File: config.mk
export PLATFORM = sky130hd
export DESIGN_NAME = ptw_div_cell
export DESIGN_NICKNAME = d
export VERILOG_FILES = /design/src/hdl/ptw_pkg.sv /design/src/hdl/ptw_div_cell.sv
export SDC_FILE = /design/constraint.sdc
export NUM_CORES = 1
export LEC_CHECK = 0
export ABC_CLOCK_PERIOD_IN_PS = 4900
export BUFFER_PORTS_ARGS = -buffer_cell sky130_fd_sc_hd__buf_2
export CORE_AREA = 2 2 281 283
export CTS_BUF_LIST = sky130_fd_sc_hd__clkbuf_4 sky130_fd_sc_hd__clkbuf_8
export DETAILED_ROUTE_END_ITERATION = 16
export DIE_AREA = 0 0 283 285
export GPL_TIMING_DRIVEN = 0
export PLACE_DENSITY = 0.49
export SLEW_MARGIN = 0
export SYNTH_ARGS = -nofsm -noshare
export SYNTH_HDL_FRONTEND = slang
export SYNTH_SLANG_ARGS = --single-unit
File: constraint.sdc
create_clock -name clk -period 4.9 [get_ports clk]
set_input_delay 0.49 -clock clk [delete_from_list [all_inputs] [get_ports clk]]
set_output_delay 0.49 -clock clk [all_outputs]
set_load 0.1 [all_outputs]
File: src/hdl/ptw_pkg.sv
package ptw_pkg;

  localparam int WORD_BITS = 32;
  localparam int FRAC_BITS = 16;

  localparam int W = WORD_BITS;
  localparam int RS = 30 - FRAC_BITS;
  localparam longint RS_HALF = (64'sd1 <<< RS) >>> 1;

  // range reduction of w to one turn, one quotient bit per cell
  localparam int ZW = W + RS;
  localparam int MOD_STEPS = W - FRAC_BITS - 2;
  localparam int MSTEP_W = $clog2(MOD_STEPS);
  localparam int ZMW = ZW + MOD_STEPS;
  localparam int AMW = W + MOD_STEPS;

  // CORDIC datapath
  localparam int CORDIC_STEPS = 30;
  localparam int CSTEP_W = $clog2(CORDIC_STEPS);
  localparam int ZCW = 36;
  localparam int XW = 34;

  // products, numerators, quotients
  localparam int SC_W = FRAC_BITS + 3;
  localparam int PW = W + SC_W;
  localparam int NW = PW + 1;
  localparam int QB = W + 1;
  localparam int QSTEP_W = $clog2(QB);
  localparam int DW = W + QB;

  localparam logic [63:0] TWO_PI_Q30 = 64'd6746518852;
  localparam longint TWO_PI_F = (64'sd6746518852 + RS_HALF) >>> RS;

  localparam logic signed [ZCW-1:0] C_TWO_PI = ZCW'(TWO_PI_Q30);
  localparam logic signed [ZCW-1:0] C_PI = ZCW'(64'd3373259426);
  localparam logic signed [ZCW-1:0] C_HALF_PI = ZCW'(64'd1686629713);
  localparam logic signed [XW-1:0] C_GAIN = XW'(64'd652032874);
  localparam logic signed [SC_W-1:0] C_ONE = SC_W'(64'd1 << FRAC_BITS);

  typedef struct packed {
    logic signed [W-1:0] w;
    logic signed [W-1:0] vx;
    logic signed [W-1:0] vy;
    logic signed [W-1:0] ang;
  } side_t;

  typedef struct packed {
    logic [ZW-1:0] zmag;
    logic [W-1:0] arem;
    side_t side;
  } mod_t;

  typedef struct packed {
    logic signed [XW-1:0] x;
    logic signed [XW-1:0] y;
    logic signed [ZCW-1:0] z;
    logic flip;
    side_t side;
  } cor_t;

  typedef struct packed {
    logic negx;
    logic negy;
    logic ovfx;
    logic ovfy;
    logic [DW-1:0] remx;
    logic [DW-1:0] remy;
    logic [QB-1:0] qx;
    logic [QB-1:0] qy;
    logic [W-1:0] d;
    side_t side;
  } div_t;

  function automatic logic [W-1:0] mag_w(input logic signed [W-1:0] v);
    mag_w = v[W-1] ? W'(-v) : W'(v);
  endfunction

  function automatic logic signed [SC_W-1:0] q30_round(input logic signed [XW-1:0] v);
    logic signed [XW:0] t;
    t = (XW+1)'(v) + (XW+1)'(RS_HALF);
    q30_round = SC_W'(t >>> RS);
  endfunction

  function automatic logic signed [ZCW-1:0] atan_q30(input logic [CSTEP_W-1:0] i);
    unique case (i)
      5'd0: atan_q30 = ZCW'(843314856);
      5'd1: atan_q30 = ZCW'(497837829);
      5'd2: atan_q30 = ZCW'(263043836);
      5'd3: atan_q30 = ZCW'(133525158);
      5'd4: atan_q30 = ZCW'(67021686);
      5'd5: atan_q30 = ZCW'(33543515);
      5'd6: atan_q30 = ZCW'(16775850);
      5'd7: atan_q30 = ZCW'(8388437);
      5'd8: atan_q30 = ZCW'(4194282);
      5'd9: atan_q30 = ZCW'(2097149);
      5'd10: atan_q30 = ZCW'(1048575);
      5'd11: atan_q30 = ZCW'(524287);
      5'd12: atan_q30 = ZCW'(262143);
      5'd13: atan_q30 = ZCW'(131071);
      5'd14: atan_q30 = ZCW'(65535);
      5'd15: atan_q30 = ZCW'(32767);
      5'd16: atan_q30 = ZCW'(16383);
      5'd17: atan_q30 = ZCW'(8191);
      5'd18: atan_q30 = ZCW'(4095);
      5'd19: atan_q30 = ZCW'(2047);
      5'd20: atan_q30 = ZCW'(1023);
      5'd21: atan_q30 = ZCW'(511);
      5'd22: atan_q30 = ZCW'(255);
      5'd23: atan_q30 = ZCW'(127);
      5'd24: atan_q30 = ZCW'(63);
      5'd25: atan_q30 = ZCW'(31);
      5'd26: atan_q30 = ZCW'(15);
      5'd27: atan_q30 = ZCW'(8);
      5'd28: atan_q30 = ZCW'(4);
      5'd29: atan_q30 = ZCW'(2);
      default: atan_q30 = '0;
    endcase
  endfunction

endpackage

File: src/hdl/ptw_div_cell.sv
module ptw_div_cell import ptw_pkg::*; (
  input  logic clk,
  input  logic rst_n,
  input  logic en,
  input  logic [QSTEP_W-1:0] step,
  input  logic vld_i,
  input  div_t d_i,
  output logic vld_o,
  output div_t d_o
);

  logic [DW-1:0] sh;
  logic gex;
  logic gey;
  div_t d_nxt;

  always_comb begin
    sh = DW'(d_i.d) << step;
    gex = d_i.remx >= sh;
    gey = d_i.remy >= sh;
    d_nxt = d_i;
    d_nxt.remx = gex ? d_i.remx - sh : d_i.remx;
    d_nxt.remy = gey ? d_i.remy - sh : d_i.remy;
    d_nxt.qx[step] = gex;
    d_nxt.qy[step] = gey;
  end

  always_ff @(posedge clk) begin
    if (!rst_n) begin
      vld_o <= 1'b0;
    end else if (en) begin
      vld_o <= vld_i;
    end
  end

  always_ff @(posedge clk) begin
    if (en) begin
      d_o <= d_nxt;
    end
  end

endmodule

# --- After elaboration in Yosys (flattened, before gate mapping) ---
# Index checks and enable logic that the tools add are counted.
classes:
  reduce_logical: 1
  n_shift: 1
  addsub: 2
  magnitude_cmp: 4
  n_mux: 6
op_table:
  columns: ["op", "count"]
  rows:
  - ["65-bit greater-or-equal comparator", 2]
  - ["65-bit 2-to-1 mux", 2]
  - ["65-bit subtractor", 2]
  - ["33-bit bitwise mux", 2]
  - ["32-bit by 6-bit left shift with 65-bit output", 1]
  - ["6-bit by 7-bit less-than comparator with 1-bit output, second input constant", 1]
  - ["1-bit demux with 6-bit select", 1]
  - ["6-bit by 1-bit greater-or-equal comparator with 1-bit output, second input constant", 1]
  - ["1-bit logical AND", 1]
  - ["1-bit 2-to-1 mux", 1]
word_totals:
  in_bits: 370
  output_inout_bits: 361
  reg_bits: 361
  elab_cells: 28

# --- Depth between registers and ports, before layout ---
depth:
  depth_word: 5
  ltp_mapped: 26

# --- Least setup slack after synthesis ---
# Ideal clock, no wire load.
synth_timing:
  kind: "in2reg"
  from: "input port step[0]"
  to: "register d_o[352] in the netlist's numbering (data pin)"
  t_arrival_ps: 4993
  path_buffers: 4
  stages: 23
  required_ps: 4638
  setup_slack_ps: -355
  path_cell_list: "clkbuf_1 -> buf_1 -> clkbuf_1 -> a211oi_1 -> a21oi_1 -> mux2i_1 -> o21ai_0 -> nand2_1 -> o21ai_0 -> nand2_1 -> ha_1 -> and2_1 -> and3_1 -> and2b_1 -> and3_1 -> a21oi_1 -> o21ai_1 -> a31oi_1 -> o31a_2 -> o21bai_4 -> a31oi_4 -> buf_6 -> mux2_1"
synth_lines:
  columns: ["element", "line_no", "rtl"]
  rows:
  - ["from (decl)", "ptw_div_cell.sv:5", "input logic [QSTEP_W-1:0] step,"]
  - ["to (signal assigned)", "ptw_div_cell.sv:38", "d_o <= d_nxt;"]
  - ["to (decl)", "ptw_div_cell.sv:9", "output div_t d_o"]

==> key figures <==
Setup path
  • Worst Path Arrival: around 5200 ps
  • CP endpoint kind: flip-flop
  • Crit path required time: ~5300 ps
  • Crit path max fanout: 10
  • Reg-to-reg slack, setup: between 4000 and 5000 ps
  • CP startpoint kind: input port
  • Kind of critical path: in -> reg

Power
  • Lkg Pwr: ~13 nW
  • Pwr per Cell Area: a little over 400 mW/mm²
  • Power consumption: between 10 and 15 mW
  • Peak VDD IR: 0.267 mV

Timing
  • Hold_ws: between 50 and 60 ps
  • Fmax: 0.206 GHz
  • Worst slew margin: 0.433
  • Unrepaired setup endpoints after global routing: yes
  • Fin crit share: 0.990
  • Worst-margin pin slew: 845 ps
  • Slew Limit Fails: 0
  • Minimum clock period: about 4900 ps
  • # setup viols final: 0
  • Fin. Hold Viols: 0
  • Clock Skew: 0 ps
  • Post-route setup slack: 46.6 ps

Floorplan
  • Starting Density: 0.296
  • Chip height: ~290 µm
  • Core Area: 0.0780 mm²
  • Num rows: 103
  • DIE AREA: 0.0807 mm²
  • Die X: 283 µm
  • Top Ports: 731

Run status
  • Status: finished clean

Layout
  • Share of cells above drive strength 1: 0.355
  • Design area: approximately 0.032 mm²
  • Area grow syn2layout: 40.7%
  • Fill cells: 7,918
  • Most common cell after layout, fill and taps aside: buf_2
  • Layout Cells excl Fill: between 4,000 and 5,000
  • Commonest non-fill, non-tap cells in the layout: buf_2, edfxtp_1, nand2_1, a21oi_1, nor2_1
  • NumNets Final: between 3,000 and 4,000

Place
  • DP Area: 0.0281 mm²
  • Placer Congestion: approximately 0.95
  • Dpl hpwl: just under 90,000 µm
  • Worst slack, placed: -2840 ps
  • IO Port Bufs: approximately 730
  • Dpl cells: just over 4,000

Detailed routing
  • DR vias/cell: roughly 5.1
  • Via count: 22,700
  • DRC: 0
  • Initial DRC count: 1,856
  • WL/cell: around 26 µm
  • Post-route ant nets: 0
  • Pre-antenna DRT Iters: 5
  • DRT Wirelength: 113,000 µm

Clock network
  • Clk Latency, worst-skew pair: about 660 ps
  • Clock-pin slew on the worst setup and hold paths: roughly 60 ps
  • CTS tree: done
  • Total clock sinks: 361
  • H-Tree Level Count: 3
  • CTS Buffer Depth: 3
  • CTS Buf Count: 67
  • CTS root buf: clkbuf_8

Global route
  • Total congestion overflow: 0
  • Largest net degree at the start of global routing: about 120
  • GRT Total Usage: 0.269
  • Vias in the first global route: between 20,000 and 25,000
  • First-pass GRT wire length: ~160,000 µm
  • Antenna violations before repair: 21

Synthesis
  • Top cells by area, synth: edfxtp_1, ha_1, a21oi_1
  • Top-area cell type share of the netlist area: 0.469
  • Mapped Nets: about 2,900
  • Post-synth EDFFs: 360
  • Sequential element share of the synthesized area: 0.469
  • Synth Instances: approximately 2,300
  • Cell variety after synth: 84
  • Ys flop type: edfxtp_1
  • Leading area contributor after synthesis: edfxtp_1
  • Yosys reg bits: between 300 and 400
  • Syn avg cell area: 9.82 µm²
  • Async S/R FF share, synth: 0
  • Cell Area, Synth: around 0.023 mm²
  • Synth warn: 0

Min path
  • Hold Path Class: in -> reg

Flow run
  • Max Cap Violations: 0
## cell usage after synthesis, types with 22 or more instances
| master | count |
|---|---|
| edfxtp_1 | 360 |
| nand2_1 | 340 |
| a21oi_1 | 259 |
| nor2_1 | 208 |
| o21ai_0 | 208 |
| ha_1 | 132 |
| clkbuf_1 | 85 |
| a21o_1 | 77 |
| xnor2_1 | 67 |
| xor2_1 | 52 |
| inv_1 | 43 |
| mux2i_1 | 39 |
| nand4_1 | 35 |
| nand3_1 | 30 |
| nor3_1 | 29 |
| o21bai_1 | 26 |
| nor2b_1 | 24 |
| nand2b_1 | 23 |
| a31oi_1 | 22 |
## metal layers
layer,part of all wire,GRT usage
met4,0.046,0.119
met5,0.00099,0
met1,0.39,0.317
met2,0.49,0.463
met3,0.075,0.0663
## critical path, stage by stage
cell      delay (ps)
clkbuf_8         160
buf_6            160
clkbuf_4         220
nor4_4           560
nand2_1          200
nor3_2           330
ha_1             290
fa_1             240
nand2b_1         150
a21oi_1          140
a21oi_2          360
o21bai_2         190
a221oi_4         400
o21a_2           240
o31ai_4          100
a211oi_4         300
o21ai_0          210
a21oi_2          220
xor2_1           160
o21ai_0           90
## what timing repair did
action | CTS | global route
gates cloned | 2 | 1
endpoints found under the setup margin | 196 | 194
hold endpoints to repair | 130 | 0
pin swaps | 13 | 27
resized for setup | 213 | 144
hold buffers | 130 | 0
buffers inserted | 32 | 22
## logic make-up after synthesis
kind of cell | Yosys count | share of synthesized area
and+or+nand+nor | 763 | 0.146
AOI/OAI and AO/OA | 741 | 0.196
DFF | 361 | 0.469
buffers and inverters | 162 | 0.0310
adders and majority gates | 134 | 0.0733
xor gates and xnor gates | 119 | 0.0452
muxes | 68 | 0.0399
## report_power, final
group	leakage [nW]	internal, mW	switching, mW
clock	0.631	1.41	1.38
sequential	3.53	3.88	0.115
combinational	9.33	1.55	4.90
total	13.5	6.84	6.39
## sequential cells by signal, summed over array words and instances (netlist names)
register	flops
d_o	360
vld_o	1
## per-stage QoR
step | utilization | TNS, ps
global route | 0.416 | -312
floorplan | - | 0
global placement | 0.360 | -1329470
CTS | 0.406 | -96.2
finish | 0.416 | 0
detailed placement | 0.361 | -456210
## layout make-up
cell class | count | area [µm²] | area share
multi-input combinational | 1825 | 12700 | 0.390
antenna | 11 | 27.5 | 0.000848
clock buffer | 84 | 1060 | 0.0325
timing repair buffer | 917 | 5580 | 0.172
inverter | 43 | 165 | 0.00509
buffer | 97 | 682 | 0.0210
tap | 1050 | 1310 | 0.0405
clock inverter | 23 | 136 | 0.00420
sequential | 361 | 10800 | 0.334
## final timing paths
path / startpoint / endpoint / cells past startpoint
setup / recovery: step[0] / d_o[347]$_DFFE_PP_ / 20
hold / removal: d_i[23] / d_o[23]$_DFFE_PP_ / 1
hold reg to reg: vld_o$_SDFFE_PN0P_ / vld_o$_SDFFE_PN0P_ / 2
setup reg to reg: vld_o$_SDFFE_PN0P_ / vld_o$_SDFFE_PN0P_ / 2
Power figures use the tool's default switching activity.
