### src/hdl/ptw_pkg.sv
package ptw_pkg;

  localparam int WORD_BITS = 32;
  localparam int FRAC_BITS = 16;

  localparam int W = WORD_BITS;
  localparam int RS = 30 - FRAC_BITS;
  localparam longint RS_HALF = (64'sd1 <<< RS) >>> 1;

  // range reduction of w to one turn, one quotient bit per cell
  localparam int ZW = W + RS;
  localparam int MOD_STEPS = W - FRAC_BITS - 2;
  localparam int MSTEP_W = $clog2(MOD_STEPS);
  localparam int ZMW = ZW + MOD_STEPS;
  localparam int AMW = W + MOD_STEPS;

  // CORDIC datapath
  localparam int CORDIC_STEPS = 30;
  localparam int CSTEP_W = $clog2(CORDIC_STEPS);
  localparam int ZCW = 36;
  localparam int XW = 34;

  // products, numerators, quotients
  localparam int SC_W = FRAC_BITS + 3;
  localparam int PW = W + SC_W;
  localparam int NW = PW + 1;
  localparam int QB = W + 1;
  localparam int QSTEP_W = $clog2(QB);
  localparam int DW = W + QB;

  localparam logic [63:0] TWO_PI_Q30 = 64'd6746518852;
  localparam longint TWO_PI_F = (64'sd6746518852 + RS_HALF) >>> RS;

  localparam logic signed [ZCW-1:0] C_TWO_PI = ZCW'(TWO_PI_Q30);
  localparam logic signed [ZCW-1:0] C_PI = ZCW'(64'd3373259426);
  localparam logic signed [ZCW-1:0] C_HALF_PI = ZCW'(64'd1686629713);
  localparam logic signed [XW-1:0] C_GAIN = XW'(64'd652032874);
  localparam logic signed [SC_W-1:0] C_ONE = SC_W'(64'd1 << FRAC_BITS);

  typedef struct packed {
    logic signed [W-1:0] w;
    logic signed [W-1:0] vx;
    logic signed [W-1:0] vy;
    logic signed [W-1:0] ang;
  } side_t;

  typedef struct packed {
    logic [ZW-1:0] zmag;
    logic [W-1:0] arem;
    side_t side;
  } mod_t;

  typedef struct packed {
    logic signed [XW-1:0] x;
    logic signed [XW-1:0] y;
    logic signed [ZCW-1:0] z;
    logic flip;
    side_t side;
  } cor_t;

  typedef struct packed {
    logic negx;
    logic negy;
    logic ovfx;
    logic ovfy;
    logic [DW-1:0] remx;
    logic [DW-1:0] remy;
    logic [QB-1:0] qx;
    logic [QB-1:0] qy;
    logic [W-1:0] d;
    side_t side;
  } div_t;

  function automatic logic [W-1:0] mag_w(input logic signed [W-1:0] v);
    mag_w = v[W-1] ? W'(-v) : W'(v);
  endfunction

  function automatic logic signed [SC_W-1:0] q30_round(input logic signed [XW-1:0] v);
    logic signed [XW:0] t;
    t = (XW+1)'(v) + (XW+1)'(RS_HALF);
    q30_round = SC_W'(t >>> RS);
  endfunction

  function automatic logic signed [ZCW-1:0] atan_q30(input logic [CSTEP_W-1:0] i);
    unique case (i)
      5'd0: atan_q30 = ZCW'(843314856);
      5'd1: atan_q30 = ZCW'(497837829);
      5'd2: atan_q30 = ZCW'(263043836);
      5'd3: atan_q30 = ZCW'(133525158);
      5'd4: atan_q30 = ZCW'(67021686);
      5'd5: atan_q30 = ZCW'(33543515);
      5'd6: atan_q30 = ZCW'(16775850);
      5'd7: atan_q30 = ZCW'(8388437);
      5'd8: atan_q30 = ZCW'(4194282);
      5'd9: atan_q30 = ZCW'(2097149);
      5'd10: atan_q30 = ZCW'(1048575);
      5'd11: atan_q30 = ZCW'(524287);
      5'd12: atan_q30 = ZCW'(262143);
      5'd13: atan_q30 = ZCW'(131071);
      5'd14: atan_q30 = ZCW'(65535);
      5'd15: atan_q30 = ZCW'(32767);
      5'd16: atan_q30 = ZCW'(16383);
      5'd17: atan_q30 = ZCW'(8191);
      5'd18: atan_q30 = ZCW'(4095);
      5'd19: atan_q30 = ZCW'(2047);
      5'd20: atan_q30 = ZCW'(1023);
      5'd21: atan_q30 = ZCW'(511);
      5'd22: atan_q30 = ZCW'(255);
      5'd23: atan_q30 = ZCW'(127);
      5'd24: atan_q30 = ZCW'(63);
      5'd25: atan_q30 = ZCW'(31);
      5'd26: atan_q30 = ZCW'(15);
      5'd27: atan_q30 = ZCW'(8);
      5'd28: atan_q30 = ZCW'(4);
      5'd29: atan_q30 = ZCW'(2);
      default: atan_q30 = '0;
    endcase
  endfunction

endpackage

### src/hdl/ptw_mod_cell.sv
module ptw_mod_cell import ptw_pkg::*; (
  input  logic clk,
  input  logic rst_n,
  input  logic en,
  input  logic [MSTEP_W-1:0] step,
  input  logic vld_i,
  input  mod_t d_i,
  output logic vld_o,
  output mod_t d_o
);

  logic [ZMW-1:0] zsh;
  logic [AMW-1:0] ash;
  logic zge;
  logic age;

  always_comb begin
    zsh = ZMW'(TWO_PI_Q30) << step;
    ash = AMW'(TWO_PI_F) << step;
    zge = ZMW'(d_i.zmag) >= zsh;
    age = AMW'(d_i.arem) >= ash;
  end

  always_ff @(posedge clk) begin
    if (!rst_n) begin
      vld_o <= 1'b0;
    end else if (en) begin
      vld_o <= vld_i;
    end
  end

  always_ff @(posedge clk) begin
    if (en) begin
      d_o.side <= d_i.side;
      d_o.zmag <= zge ? ZW'(ZMW'(d_i.zmag) - zsh) : d_i.zmag;
      d_o.arem <= age ? W'(AMW'(d_i.arem) - ash) : d_i.arem;
    end
  end

endmodule

### config.mk
export PLATFORM = sky130hd
export DESIGN_NAME = ptw_mod_cell
export DESIGN_NICKNAME = d
export VERILOG_FILES = /design/src/hdl/ptw_pkg.sv /design/src/hdl/ptw_mod_cell.sv
export SDC_FILE = /design/constraint.sdc
export NUM_CORES = 1
export LEC_CHECK = 0
export BUFFER_PORTS_ARGS = -buffer_cell sky130_fd_sc_hd__buf_2
export CAP_MARGIN = 30
export CORE_AREA = 3 3 150 188
export CTS_CLUSTER_SIZE = 40
export DETAILED_ROUTE_END_ITERATION = 8
export DIE_AREA = 0 0 153 191
export PLACE_DENSITY = 0.77
export SLEW_MARGIN = 10
export SYNTH_ARGS = -nofsm -noshare
export SYNTH_HDL_FRONTEND = slang
export SYNTH_SLANG_ARGS = --single-unit
### constraint.sdc
create_clock -name clk -period 4.4 [get_ports clk]
set_input_delay 0.44 -clock clk [delete_from_list [all_inputs] [get_ports clk]]
set_output_delay 0.44 -clock clk [all_outputs]
set_load 0.03 [all_outputs]
Yosys cells after proc, flatten, opt, wreduce, memory -nomap -nowiden
Cells that the tools add are included.
- flip-flop bits (word level): 207
- input port bits: 214
- add/subtract/negate cells: 2
- magnitude comparators: 2
- shifts and indexed selects: 2
- mux-type cells: 2
- operator list (operator ; count):
    >= comparator 46 x 60 -> 1 bit ; 1
    << shifter 33 x 4 -> 60 bit (first input constant) ; 1
    >= comparator 32 x 46 -> 1 bit ; 1
    two-way mux 46 bit ; 1
    << shifter 19 x 4 -> 46 bit (first input constant) ; 1
    subtractor 46 bit ; 1
    two-way mux 32 bit ; 1
    subtractor 32 bit ; 1

Depth between registers and ports, before layout
Gate-level depths: netlist of run 1.
- word-level depth: 3
- depth in mapped cells: 18
- depth with buffers taken out: 17

Worst setup path after synthesis of run 1
Ideal clock, no wire load.
- path kind: input port to flip-flop
- start: input port step[0]
- end: register d_o[198] (netlist name), data pin
- library setup time: 260 ps
- arrival: 3882 ps
- required time: 4140 ps
- slack: 258 ps
- stages: 16
- buffers on the path: 2
- cell sequence: inv_1 -> ha_1 -> clkbuf_1 -> nor2b_1 -> nand2_1 -> ha_1 -> o21ai_2 -> a221oi_2 -> o21ai_2 -> o221ai_4 -> a31oi_2 -> o31ai_4 -> a21oi_2 -> o31ai_4 -> buf_6 -> mux2_2
- cells in the longest elaborated chain, start to end: 3
- RTL lines (element ; line ; source):
    start, declared ; ptw_mod_cell.sv:5 ; input logic [MSTEP_W-1:0] step,
    << shifter 33 x 4 -> 60 bit (*) ; ptw_mod_cell.sv:18 ; zsh = ZMW'(TWO_PI_Q30) << step;
    >= comparator 46 x 60 -> 1 bit / subtractor 46 bit (equally long branches) ; ptw_mod_cell.sv:20, ptw_mod_cell.sv:35 ;
    two-way mux 46 bit (*) ; ptw_mod_cell.sv:35 ; d_o.zmag <= zge ? ZW'(ZMW'(d_i.zmag) - zsh) : d_i.zmag;
    end, declared ; ptw_mod_cell.sv:9 ; output mod_t d_o
Mark *: on every way between the ends. The rest lies on a longest branch, timed or not.
A chain may end at the register's enable or synchronous reset.

Final worst setup path of run 1
- start: input port step[0]
- end: register d_o[165] (netlist name), data pin
Same word-level chain as after synthesis.

==> results.md, run 1 <==
- Status: complete, no violations
- P_leak: 7.102 nW
- Psw: 2.276 mW
- Clock power frac: 27.7%
- Slew Viols, Final: 0
- Sequential power share: 38.5%
- Synth Warn #: 0
- Slew @ Worst Pin: 1048 ps
- Maximum VDD drop: 0.2972 mV
- Number of H-tree levels: 1
- CP Data Arrival Time: 4360 ps
- CP endpoint kind: flop
- Post-Synth Simple-Gate Area: 11.07%
- Overall routed net length: 42,960 um
- Hold path depth: 1
- All-layer global routing usage: 27.95%
- Post-synthesis adder-cell area fraction: 8.697%
- Routability Congestion: 0.9689
- 1st-iter DRT viols: 751
- Yosys reg bits: 207
- Xor and xnor area share after synthesis: 4.390%
- Reg2reg path depth: 2
- Max cap viols: 0
- WS Path Type: in -> reg
- Int Power: 4.331 mW
- Clk Latency, worst-skew pair: 510 ps
- Detailed placement HPWL: 34,930 um
- Top-area cell type share of the netlist area: 50.83%
- Die Wd: 153 um
- Critical R2R Launch: vld_o
- Pwr/cell area: 410.6 nW/um^2
- Routed via count: 10,887
- Row count: 67
- Multi-input gate area: 5617 um^2
- Die height: 191 um
- Skew final: 0 ps
- Setup total negative slack: 0 ps
- Synth Net Count: 1,376
- Area Growth Syn to Fin: 32.21%
- Vias in the first global route: 10,810
- Complex-gate fraction of the synthesized area: 16.38%
- Count leader, synth: edfxtp_1
- Register area share after synthesis: 50.99%
- HP Start: d_i[27]
- DRC viols: 0
- CP max FO: 42
- Worst Setup Slack post-DPL: -255.4 ps
- Post-synth top area cell: edfxtp_1
- CTS tree: done
- Syn avg cell area: 11.29 um^2
- Clk pin slew, worst setup/hold paths: 70 ps
- Number of port buffers: 420
- Buffer count from post-CTS setup fixing: 0
- Initial antenna violation count: 9
- Final design instance area without fill: 16,090 um^2
- Post-synthesis cell area: 12,170 um^2
- Post-synth ARST share: 0%
- Min Clock Period, post-route: 4101 ps
- Fmax: 0.2439 GHz
- CTS Buffer Depth: 3
- Reg2Reg Setup Slack: 3780 ps
- Num CTS Buffers: 22
- Final period util: 93.20%
- Req. time, crit path: 4660 ps
- Die area: 29,220 um^2
- Core Box Area: 26,740 um^2
- Final global-route overflow total: 0
- Fill count: 2,267
- Initial Util: 45.51%
- Post-route worst setup slack: 299.3 ps
- ANT nets after route: 0
- Post-DR wirelength/cell: 21.97 um
- Reg area: 6206 um^2
- Nets: 1,891
- Design Power: 6.607 mW
- RSZ-0062 raised after global routing: false
- Post-synthesis instance total: 1,078
- Routed vias/inst: 5.569
- Mux contribution to synthesized area: 5.562%
- RR Endpoint: vld_o
- First-pass GRT wire length: 62,870 um
- Pre-Repair DR Iteration Count: 5
- Worst min path class: in -> reg
- Switching part of the total: 34.45%
- Top cells by count, synth: 206 x edfxtp_1, 105 x nand2_1, 97 x a21oi_1
- Largest net degree at the start of global routing: 117
- Number of enable flip-flop cells after synthesis: 206
- Largest family of logic cells by synthesized area: compound AO/OA/AOI/OAI gates
- Sink Count: 207
- Top_reg_cell synth: edfxtp_1
- Gate power share: 33.9%
- Top cells by area, synth: edfxtp_1 51%, ha_1 8.5%, a21oi_1 4.0%
- Clock root buffer: clkbuf_16
- Max-slew headroom: 29.73%
- Final setup fails: 0
- CP startpoint kind: input pin
- Io pins: 421
- Final hold vios: 0
- Yosys cell types: 81
- Hold Crit Endpoint: d_o[27]
- Layout cell share with drive strength beyond 1: 39.15%
- Placed inst area: 15,370 um^2
==> kinds of logic (layout without fill, tap and decap cells) <==
| family | Yosys count | count (layout) |
|---|---|---|
| xor+xnor | 61 | 61 |
| compound gates | 306 | 306 |
| mux | 60 | 60 |
| buf+inv | 76 | 607 |
| other cells | 0 | 1 |
| flops | 207 | 207 |
| fa+ha+maj | 84 | 84 |
| simple gates | 284 | 284 |
==> worst max-delay path by stage <==
stage                     startpoint  endpoint  slack [ps]  cells after the start
after floorplan              step[0]  d_o[198]         260                     16
after global placement       step[0]  d_o[167]        -260                     19
after detailed placement     step[0]  d_o[166]        -260                     19
after CTS                    step[0]  d_o[201]         240                     19
after global routing         step[1]  d_o[165]          40                     20
final                        step[0]  d_o[165]         300                     19
==> routing by layer <==
layer	global-route usage [%]	up-vias	wire (um)
li1	-	5119	-
met1	33.81	5130	16120
met2	47.99	505	20850
met3	5.299	127	3532
met4	13.82	6	2402
met5	0	-	46
==> cell usage in the layout (no fill, tap or decap), types with 10 or more instances in the layout <==
| master | n |
|---|---|
| buf_2 | 419 |
| edfxtp_1 | 206 |
| nand2_1 | 105 |
| buf_4 | 105 |
| a21oi_1 | 97 |
| ha_1 | 83 |
| o21ai_0 | 79 |
| nor2_1 | 68 |
| xnor2_1 | 40 |
| mux2_2 | 39 |
| inv_1 | 36 |
| a21o_1 | 34 |
| nand3_1 | 23 |
| clkbuf_16 | 23 |
| xor2_1 | 21 |
| nor2b_1 | 15 |
| nor3_1 | 14 |
| mux2i_1 | 11 |
| a211oi_1 | 11 |
| nand4_1 | 10 |
| o21bai_1 | 10 |
==> flip-flops by register name, indices dropped and copies added, names as in the netlist <==
register  count
d_o         206
vld_o         1
==> power groups by stage <==
stage / clock network [mW] / logic (mW) / registers (mW)
floorplan: 0 / 0.968 / 3.01
global placement: 0 / 2.20 / 2.57
detailed placement: 0 / 2.22 / 2.58
CTS: 1.87 / 2.24 / 2.54
global route: 1.96 / 2.41 / 2.56
finish: 1.83 / 2.24 / 2.54
==> worst max-delay path, cell delays in order <==
cell and delay [ps]:
buf_2 110, inv_1 100, ha_1 330, nor2b_1 250, inv_1 100, a21oi_1 150
o21ai_0 120, ha_1 320, and4_1 220, buf_4 130, nand3_1 160, nor4_2 400
buf_4 190, a21boi_0 70, o21ai_0 220, a21oi_2 80, o31ai_4 290, buf_12 270
mux2_2 370
==> timing repair <==
action	4_1_cts	5_1_grt
hold buffers	0	0
gates resized for setup	0	1
endpoints found under the setup margin	0	40
==> per-stage QoR <==
step	utilization [%]	hold slack, ps	cells
2_1_floorplan	-	538.9	1078
3_3_place_gp	57.47	501.9	1914
3_5_place_dp	57.47	527.7	1914
4_1_cts	60.14	80.42	1954
5_1_grt	60.17	77.25	1955
6_report	60.17	100.2	1955
==> layout make-up <==
class	count	share of cell area, %
flip-flops and latches	207	38.57
multi-input cells	795	34.91
repair buffers	529	18.51
clock buffers	24	3.600
well taps	345	2.683
inverters	38	0.8865
clock inverters	16	0.8243
diodes	1	0.01555
No activity file was read; power rests on OpenSTA's default activity.
==> run 2: changes to the inputs <==
- CTS_CLUSTER_SIZE: 40 -> default
- PLACE_DENSITY: 0.77 -> default
- PLACE_DENSITY_LB_ADDON: default -> 0.3
==> run 2 against run 1 <==
Via count is 0.24% lower. Clock skew is the same. Total power increased by 1.2%. Sequential share of layout area shrank 0.24 points. Sequential power barely moved. Register-to-register slack improved by 20 ps. Global-route usage is 0.18 points higher. Fmax decreased by 0.55%. Non-clock buffer count increased by 11. Wire length rose by 0.34%. Count of clock-buffer cells in the layout up 3. Highest routed layer unchanged. First-iteration DRC count grew 6.1%.
==> results.md, run 2 (synthesis results as in run 1) <==
- Status: complete, no violations (unchanged)
- Routability Congestion: 1.000 (was 0.9689)
- DRC viols: 0 (unchanged)
- Hold Crit Endpoint: d_o[46] (was d_o[27])
- First-pass GRT wire length: 62,840 um (was 62,870 um)
- Overall routed net length: 43,100 um (was 42,960 um)
- Slowest library cell on the worst path: nor4_2 (unchanged)
- Detailed placement HPWL: 35,410 um (was 34,930 um)
- Commonest non-fill, non-tap cell in the layout: buf_2 (unchanged)
- Buffer count from post-CTS setup fixing: 0 (unchanged)
- Pwr/cell area: 413.0 nW/um^2 (was 410.6 nW/um^2)
- Row count: 67 (unchanged)
- Io pins: 421 (unchanged)
- Clk Latency, worst-skew pair: 510 ps (about the same)
- Crit path cell chain: buf_2 > buf_4 > ha_1 > nor2_1 > a21oi_1 > o21ai_0 > ha_1 > nand4_1 > nor2_1 > nand3_1 > nor4_2 > buf_4 > a21boi_0 > o21ai_0 > a21oi_2 > o31ai_4 > buf_12 > mux2_2 (was buf_2 > inv_1 > ha_1 > nor2b_1 > inv_1 > a21oi_1 > o21ai_0 > ha_1 > and4_1 > buf_4 > nand3_1 > nor4_2 > buf_4 > a21boi_0 > o21ai_0 > a21oi_2 > o31ai_4 > buf_12 > mux2_2)
- Final period util: 93.72% (was 93.20%)
- Area Growth Syn to Fin: 33.03% (was 32.21%)
- Vias in the first global route: 10,652 (was 10,810)
- Hold path depth: 1 (unchanged)
- Met3 Track Usage GR: 6.748% (was 5.299%)
- All-layer global routing usage: 28.13% (was 27.95%)
- Post-DR wirelength/cell: 21.89 um (was 21.97 um)
- Clock root buffer: clkbuf_16 (unchanged)
- CTS tree: done (unchanged)
- Die area: 29,220 um^2 (unchanged)
- Slew @ Worst Pin: 895.4 ps (was 1048 ps)
- Initial Util: 45.51% (unchanged)
- Reg2reg path depth: 2 (unchanged)
- CP endpoint kind: flop (unchanged)
- WS Path Type: in -> reg (unchanged)
- Fmax: 0.2425 GHz (was 0.2439 GHz)
- Number of flip-flops in the largest register: 206 (unchanged)
- CP startpoint kind: input pin (unchanged)
- Hold bufs inserted after CTS: 0 (unchanged)
- Design Power: 6.687 mW (was 6.607 mW)
- Clk pin slew, worst setup/hold paths: 60 ps (was 70 ps)
- Commonest non-fill, non-tap cells in the layout: 419 x buf_2, 206 x edfxtp_1, 117 x buf_4 (was 419 x buf_2, 206 x edfxtp_1, 105 x nand2_1, 105 x buf_4, 97 x a21oi_1)
- Routed via count: 10,861 (was 10,887)
- Core Box Area: 26,740 um^2 (unchanged)
- HP Start: d_i[46] (was d_i[27])
- Final setup fails: 0 (unchanged)
- Worst Path Buf+Inv: 4 (was 6)
- Post-CTS sizing: 0 (unchanged)
- Worst hold margin: 102.5 ps (was 100.2 ps)
- Crit-path max cell delay: 430 ps (was 400 ps)
- Final global-route overflow total: 0 (unchanged)
- Met1 usage: 34.48% (was 33.81%)
- Num CTS Buffers: 22 (unchanged)
- Layout cell share with drive strength beyond 1: 39.38% (was 39.15%)
- Maximum VDD drop: 0.2602 mV (was 0.2972 mV)
- Slew Viols, Final: 0 (unchanged)
- Nets: 1,902 (was 1,891)
- Sink Count: 207 (unchanged)
- Largest regs: d_o: 206 flops, vld_o: 1 flops (unchanged)
- RSZ-0062 raised after global routing: false (unchanged)
- Delay-heaviest family, CP: simple AND/OR/NAND/NOR gates (unchanged)
- Number of port buffers: 420 (unchanged)
- Max cap viols: 0 (unchanged)
- Grt met2 use: 47.87% (was 47.99%)
- Largest net degree at the start of global routing: 91 (was 117)
- Skew final: 0 ps (unchanged)
- Req. time, crit path: 4640 ps (was 4660 ps)
- RR Endpoint: vld_o (unchanged)
- Number of H-tree levels: 1 (unchanged)
- GR peak layer: met2 (unchanged)
- Max-slew headroom: 39.94% (was 29.73%)
- CTS Buffer Depth: 3 (unchanged)
- ANT nets after route: 0 (unchanged)
- Min Clock Period, post-route: 4123 ps (was 4101 ps)
- P_leak: 7.141 nW (was 7.102 nW)
- Initial antenna violation count: 9 (unchanged)
- Final hold vios: 0 (unchanged)
- Worst min path class: in -> reg (unchanged)
- Routed vias/inst: 5.516 (was 5.569)
- Pre-Repair DR Iteration Count: 5 (unchanged)
- Largest Register: d_o (unchanged)
- Critical R2R Launch: vld_o (unchanged)
- Die Wd: 153 um (unchanged)
- CP Data Arrival Time: 4370 ps (was 4360 ps)
- Reg2Reg Setup Slack: 3800 ps (was 3780 ps)
- Die height: 191 um (unchanged)
- CP max FO: 39 (was 42)
- 1st-iter DRT viols: 797 (was 751)
-- run 2: worst max-delay path by stage --
stage / from / to / slack, ps / depth (start not counted)
floorplan: step[0] / d_o[198] / 260 / 16
global placement: step[0] / d_o[165] / -160 / 18
detailed placement: step[0] / d_o[179] / -210 / 18
CTS: step[0] / d_o[179] / 290 / 18
global route: step[1] / d_o[179] / 10 / 20
finish: step[0] / d_o[179] / 280 / 18
-- run 2: report_power, final --
part	internal, mW	switching (mW)	leakage (nW)
clock network	1.13	0.770	0.351
registers	2.45	0.0815	2.02
logic	0.858	1.39	4.77
-- run 2: worst reg2reg max path, cell delays in order (launching register included) --
cell and delay [ps]:
dfxtp_1 310, mux2i_1 120, nor2b_1 60
-- run 2: through the flow --
stage / area [um^2] / util (%) / TNS [ps] / setup WS [ps] / cells
6_report: 16190 / 60.54 / 0 / 276.5 / 1969
5_1_grt: 16190 / 60.53 / 0 / 11.80 / 1967
4_1_cts: 16170 / 60.48 / 0 / 285.0 / 1965
3_5_place_dp: 15440 / 57.74 / -8484 / -211.3 / 1925
3_3_place_gp: 15440 / 57.74 / -5676 / -160.2 / 1925
2_1_floorplan: 12170 / - / 0 / 257.9 / 1078
-- run 2: metal layers --
metal / vias to the layer above / part of all wire, %
li1: 5124 / -
met1: 5153 / 39
met2: 490 / 48
met3: 92 / 8.7
met4: 2 / 4.5
met5: - / 0.044
-- run 2: cell type report --
type / instances / area (um^2)
clock inverters: 13 / 143.9
fillers: 2279 / 10550
repair buffers: 540 / 3049
inverters: 38 / 142.6
multi-input cells: 795 / 5617
flip-flops and latches: 207 / 6206
well taps: 345 / 431.7
clock buffers: 27 / 590.6
diodes: 4 / 10.01
==> run 3: changes to the inputs <==
- ABC_AREA: default -> 1
- CORE_AREA: 3 3 150 188 -> 3 3 157 198
- DIE_AREA: 0 0 153 191 -> 0 0 160 201
==> run 3 against run 2 <==
Synthesized area up 15%. Fmax up 17%. Via count up 28%. Hold slack worse by 22 ps. Critical path type unchanged.
==> results.md, run 3 <==
- Clock root buffer: clkbuf_16 (unchanged)
- Count leader, synth: nand2_1 (was edfxtp_1)
- Register area share after synthesis: 44.27% (was 50.99%)
- 1st-iter DRT viols: 1,136 (was 797)
- Top_reg_cell synth: edfxtp_1 (unchanged)
- Area Growth Syn to Fin: 23.69% (was 33.03%)
- Post-synthesis cell area: 14,020 um^2 (was 12,170 um^2)
- Sink Count: 207 (unchanged)
- Routed vias/inst: 5.133 (was 5.516)
- Post-synthesis instance total: 1,854 (was 1,078)
- Fill count: 2,776 (was 2,279)
- Vias in the first global route: 13,701 (was 10,652)
- Number of enable flip-flop cells after synthesis: 206 (unchanged)
- Num CTS Buffers: 22 (unchanged)
- Die Wd: 160 um (was 153 um)
- Reg area: 6206 um^2 (unchanged)
- ANT nets after route: 0 (unchanged)
- Synth Net Count: 2,152 (was 1,376)
- Initial antenna violation count: 8 (was 9)
- Fmax: 0.2846 GHz (was 0.2425 GHz)
- CP startpoint kind: input pin (unchanged)
- Min Clock Period, post-route: 3513 ps (was 4123 ps)
- Final design instance area without fill: 17,340 um^2 (was 16,190 um^2)
- Post-synth top area cell: edfxtp_1 (unchanged)
- CTS tree: done (unchanged)
- Largest net degree at the start of global routing: 108 (was 91)
- Status: complete, no violations (unchanged)
- All-layer global routing usage: 32.00% (was 28.13%)
- Commonest non-fill, non-tap cell in the layout: nand2_1 (was buf_2)
- CTS Buffer Depth: 3 (unchanged)
- Req. time, crit path: 4680 ps (was 4640 ps)
- Final global-route overflow total: 0 (unchanged)
- DRC viols: 0 (unchanged)
- Synth Warn #: 0 (unchanged)
- Number of H-tree levels: 1 (unchanged)
- Final hold vios: 0 (unchanged)
- Final period util: 79.85% (was 93.72%)
- Buffer count from post-CTS setup fixing: 0 (unchanged)
- Cell mode on critical path: nand2_1
- Largest Register: d_o (unchanged)
- Slew @ Worst Pin: 910.0 ps (was 895.4 ps)
- Number of port buffers: 420 (unchanged)
- Post-DR wirelength/cell: 19.52 um (was 21.89 um)
- Max cap viols: 0 (unchanged)
- Post-synth ARST share: 0% (unchanged)
- Worst min path class: in -> reg (unchanged)
- Detailed placement HPWL: 44,590 um (was 35,410 um)
- CP endpoint kind: flop (unchanged)
- WS Path Type: in -> reg (unchanged)
- Top cells by area, synth: edfxtp_1 44%, nand2_1 20%, inv_1 7.5% (was edfxtp_1 51%, ha_1 8.5%, a21oi_1 4.0%)
- Core Box Area: 29,250 um^2 (was 26,740 um^2)
- Routability Congestion: 0.9981 (was 1.000)
- Crit-path max cell delay: 420 ps (was 430 ps)
- Top-area cell type share of the netlist area: 44.12% (was 50.83%)
- Clk pin slew, worst setup/hold paths: 60 ps (about the same)
- Max-slew headroom: 39.33% (was 39.94%)
- Slowest library cell on the worst path: ha_1 (was nor4_2)
- Layout cell share with drive strength beyond 1: 22.93% (was 39.38%)
- Initial Util: 47.93% (was 45.51%)
- Row count: 70 (was 67)
- Slew Viols, Final: 0 (unchanged)
- Top cells by count, synth: 751 x nand2_1, 280 x inv_1, 206 x edfxtp_1 (was 206 x edfxtp_1, 105 x nand2_1, 97 x a21oi_1)
- Syn avg cell area: 7.562 um^2 (was 11.29 um^2)
- Die area: 32,160 um^2 (was 29,220 um^2)
- Die height: 201 um (was 191 um)
- Yosys reg bits: 207 (unchanged)
- Routed via count: 13,910 (was 10,861)
- Skew final: 0 ps (unchanged)
- Final Non-Filler Cells: 2,710 (was 1,969)
- Clk Latency, worst-skew pair: 530 ps (was 510 ps)
- Commonest non-fill, non-tap cells in the layout: 751 x nand2_1, 419 x buf_2, 280 x inv_1 (was 419 x buf_2, 206 x edfxtp_1, 117 x buf_4)
- CP max FO: 26 (was 39)
- Post-route core utilization: 59.28% (was 60.54%)
- Pwr/cell area: 380.1 nW/um^2 (was 413.0 nW/um^2)
- Multi-input gate area: 6504 um^2 (was 5617 um^2)
- Nets: 2,592 (was 1,902)
- Number of flip-flops in the largest register: 206 (unchanged)
- First-pass GRT wire length: 78,830 um (was 62,840 um)
- Setup total negative slack: 0 ps (unchanged)
- Pre-Repair DR Iteration Count: 5 (unchanged)
- Yosys cell types: 44 (was 81)
- Largest regs: d_o: 206 flops, vld_o: 1 flops (unchanged)
- Placed inst area: 16,650 um^2 (was 15,440 um^2)
- Hold bufs inserted after CTS: 0 (unchanged)
- P_leak: 9.084 nW (was 7.141 nW)
- Final setup fails: 0 (unchanged)
- Placed Instances: 2,666 (was 1,925)
- Io pins: 421 (unchanged)
- CP Data Arrival Time: 3800 ps (was 4370 ps)
- RSZ-0062 raised after global routing: false (unchanged)
- Maximum VDD drop: 0.2996 mV (was 0.2602 mV)
- Crit path cell chain: buf_2 > inv_2 > ha_1 > nor2_1 > inv_1 > o21ai_0 > o22ai_1 > ha_1 > nand2_1 > nand2_1 > a21oi_2 > nand2_1 > nand2_1 > nand2_1 > a21oi_4 > nand2_8 > buf_4 > nand2_1 > nand2_1 (was buf_2 > buf_4 > ha_1 > nor2_1 > a21oi_1 > o21ai_0 > ha_1 > nand4_1 > nor2_1 > nand3_1 > nor4_2 > buf_4 > a21boi_0 > o21ai_0 > a21oi_2 > o31ai_4 > buf_12 > mux2_2)
- Post-CTS sizing: 0 (unchanged)
- Overall routed net length: 52,900 um (was 43,100 um)
run 3: cell families (layout without fill, tap and decap cells):
kind of cell / count (synthesis) / in the layout / synth area share (%)
compound gates: 132 / 132 / 5.266
xor+xnor: 39 / 39 / 2.436
fa+ha+maj: 84 / 84 / 7.550
buf+inv: 327 / 780 / 9.344
flops: 207 / 207 / 44.27
other cells: 0 / 7 / 0
simple gates: 1065 / 1065 / 31.14
run 3: path summary, 6_finish.rpt:
kind	start	endpoint	slack, ps	cells after the start
max	step[1]	d_o[168]	890	19
min	d_i[0]	d_o[0]	80	1
max reg2reg	vld_o	vld_o	3710	2
min reg2reg	vld_o	vld_o	600	2
run 3: stage by stage:
stage | total power, mW | hold slack (ps) | setup WS [ps]
final | 6.591 | 80.08 | 886.7
after global routing | 6.932 | 71.06 | 668.6
after CTS | 6.620 | 55.38 | 961.4
after detailed placement | 4.856 | 578.4 | 406.1
after global placement | 4.834 | 535.0 | 348.6
after floorplan | 4.072 | 533.5 | 1397
run 3: cell type report:
class                           instances  area share, %
Antenna cell                            7         0.1010
Clock buffer                           25          3.240
Clock inverter                         12         0.6205
Inverter                              300          6.508
Multi-Input combinational cell       1320          37.50
Sequential cell                       207          35.79
Tap cell                              396          2.857
Timing Repair Buffer                  443          13.38
run 3: power by group:
group	internal, mW	leakage [nW]	switching (mW)	total [mW]
combinational	0.679	6.74	1.64	2.32
sequential	2.45	2.02	0.0676	2.52
clock	0.980	0.323	0.776	1.76
run 3: per-layer routing:
metal | share of wire, % | routed length, um | track usage (%) | vias to the layer above
li1 | - | - | - | 6775
met1 | 37 | 19660 | 36.34 | 6444
met2 | 51 | 26860 | 58.28 | 577
met3 | 7.5 | 3975 | 6.749 | 110
met4 | 4.5 | 2367 | 12.81 | 4
met5 | 0.051 | 27 | 0 | -
run 3: critical path, delay by kind of cell:
kind / cells / cell delay [ps]
compound gates: 4 / 910
fa+ha+maj: 2 / 810
buf+inv: 4 / 660
simple gates: 9 / 950
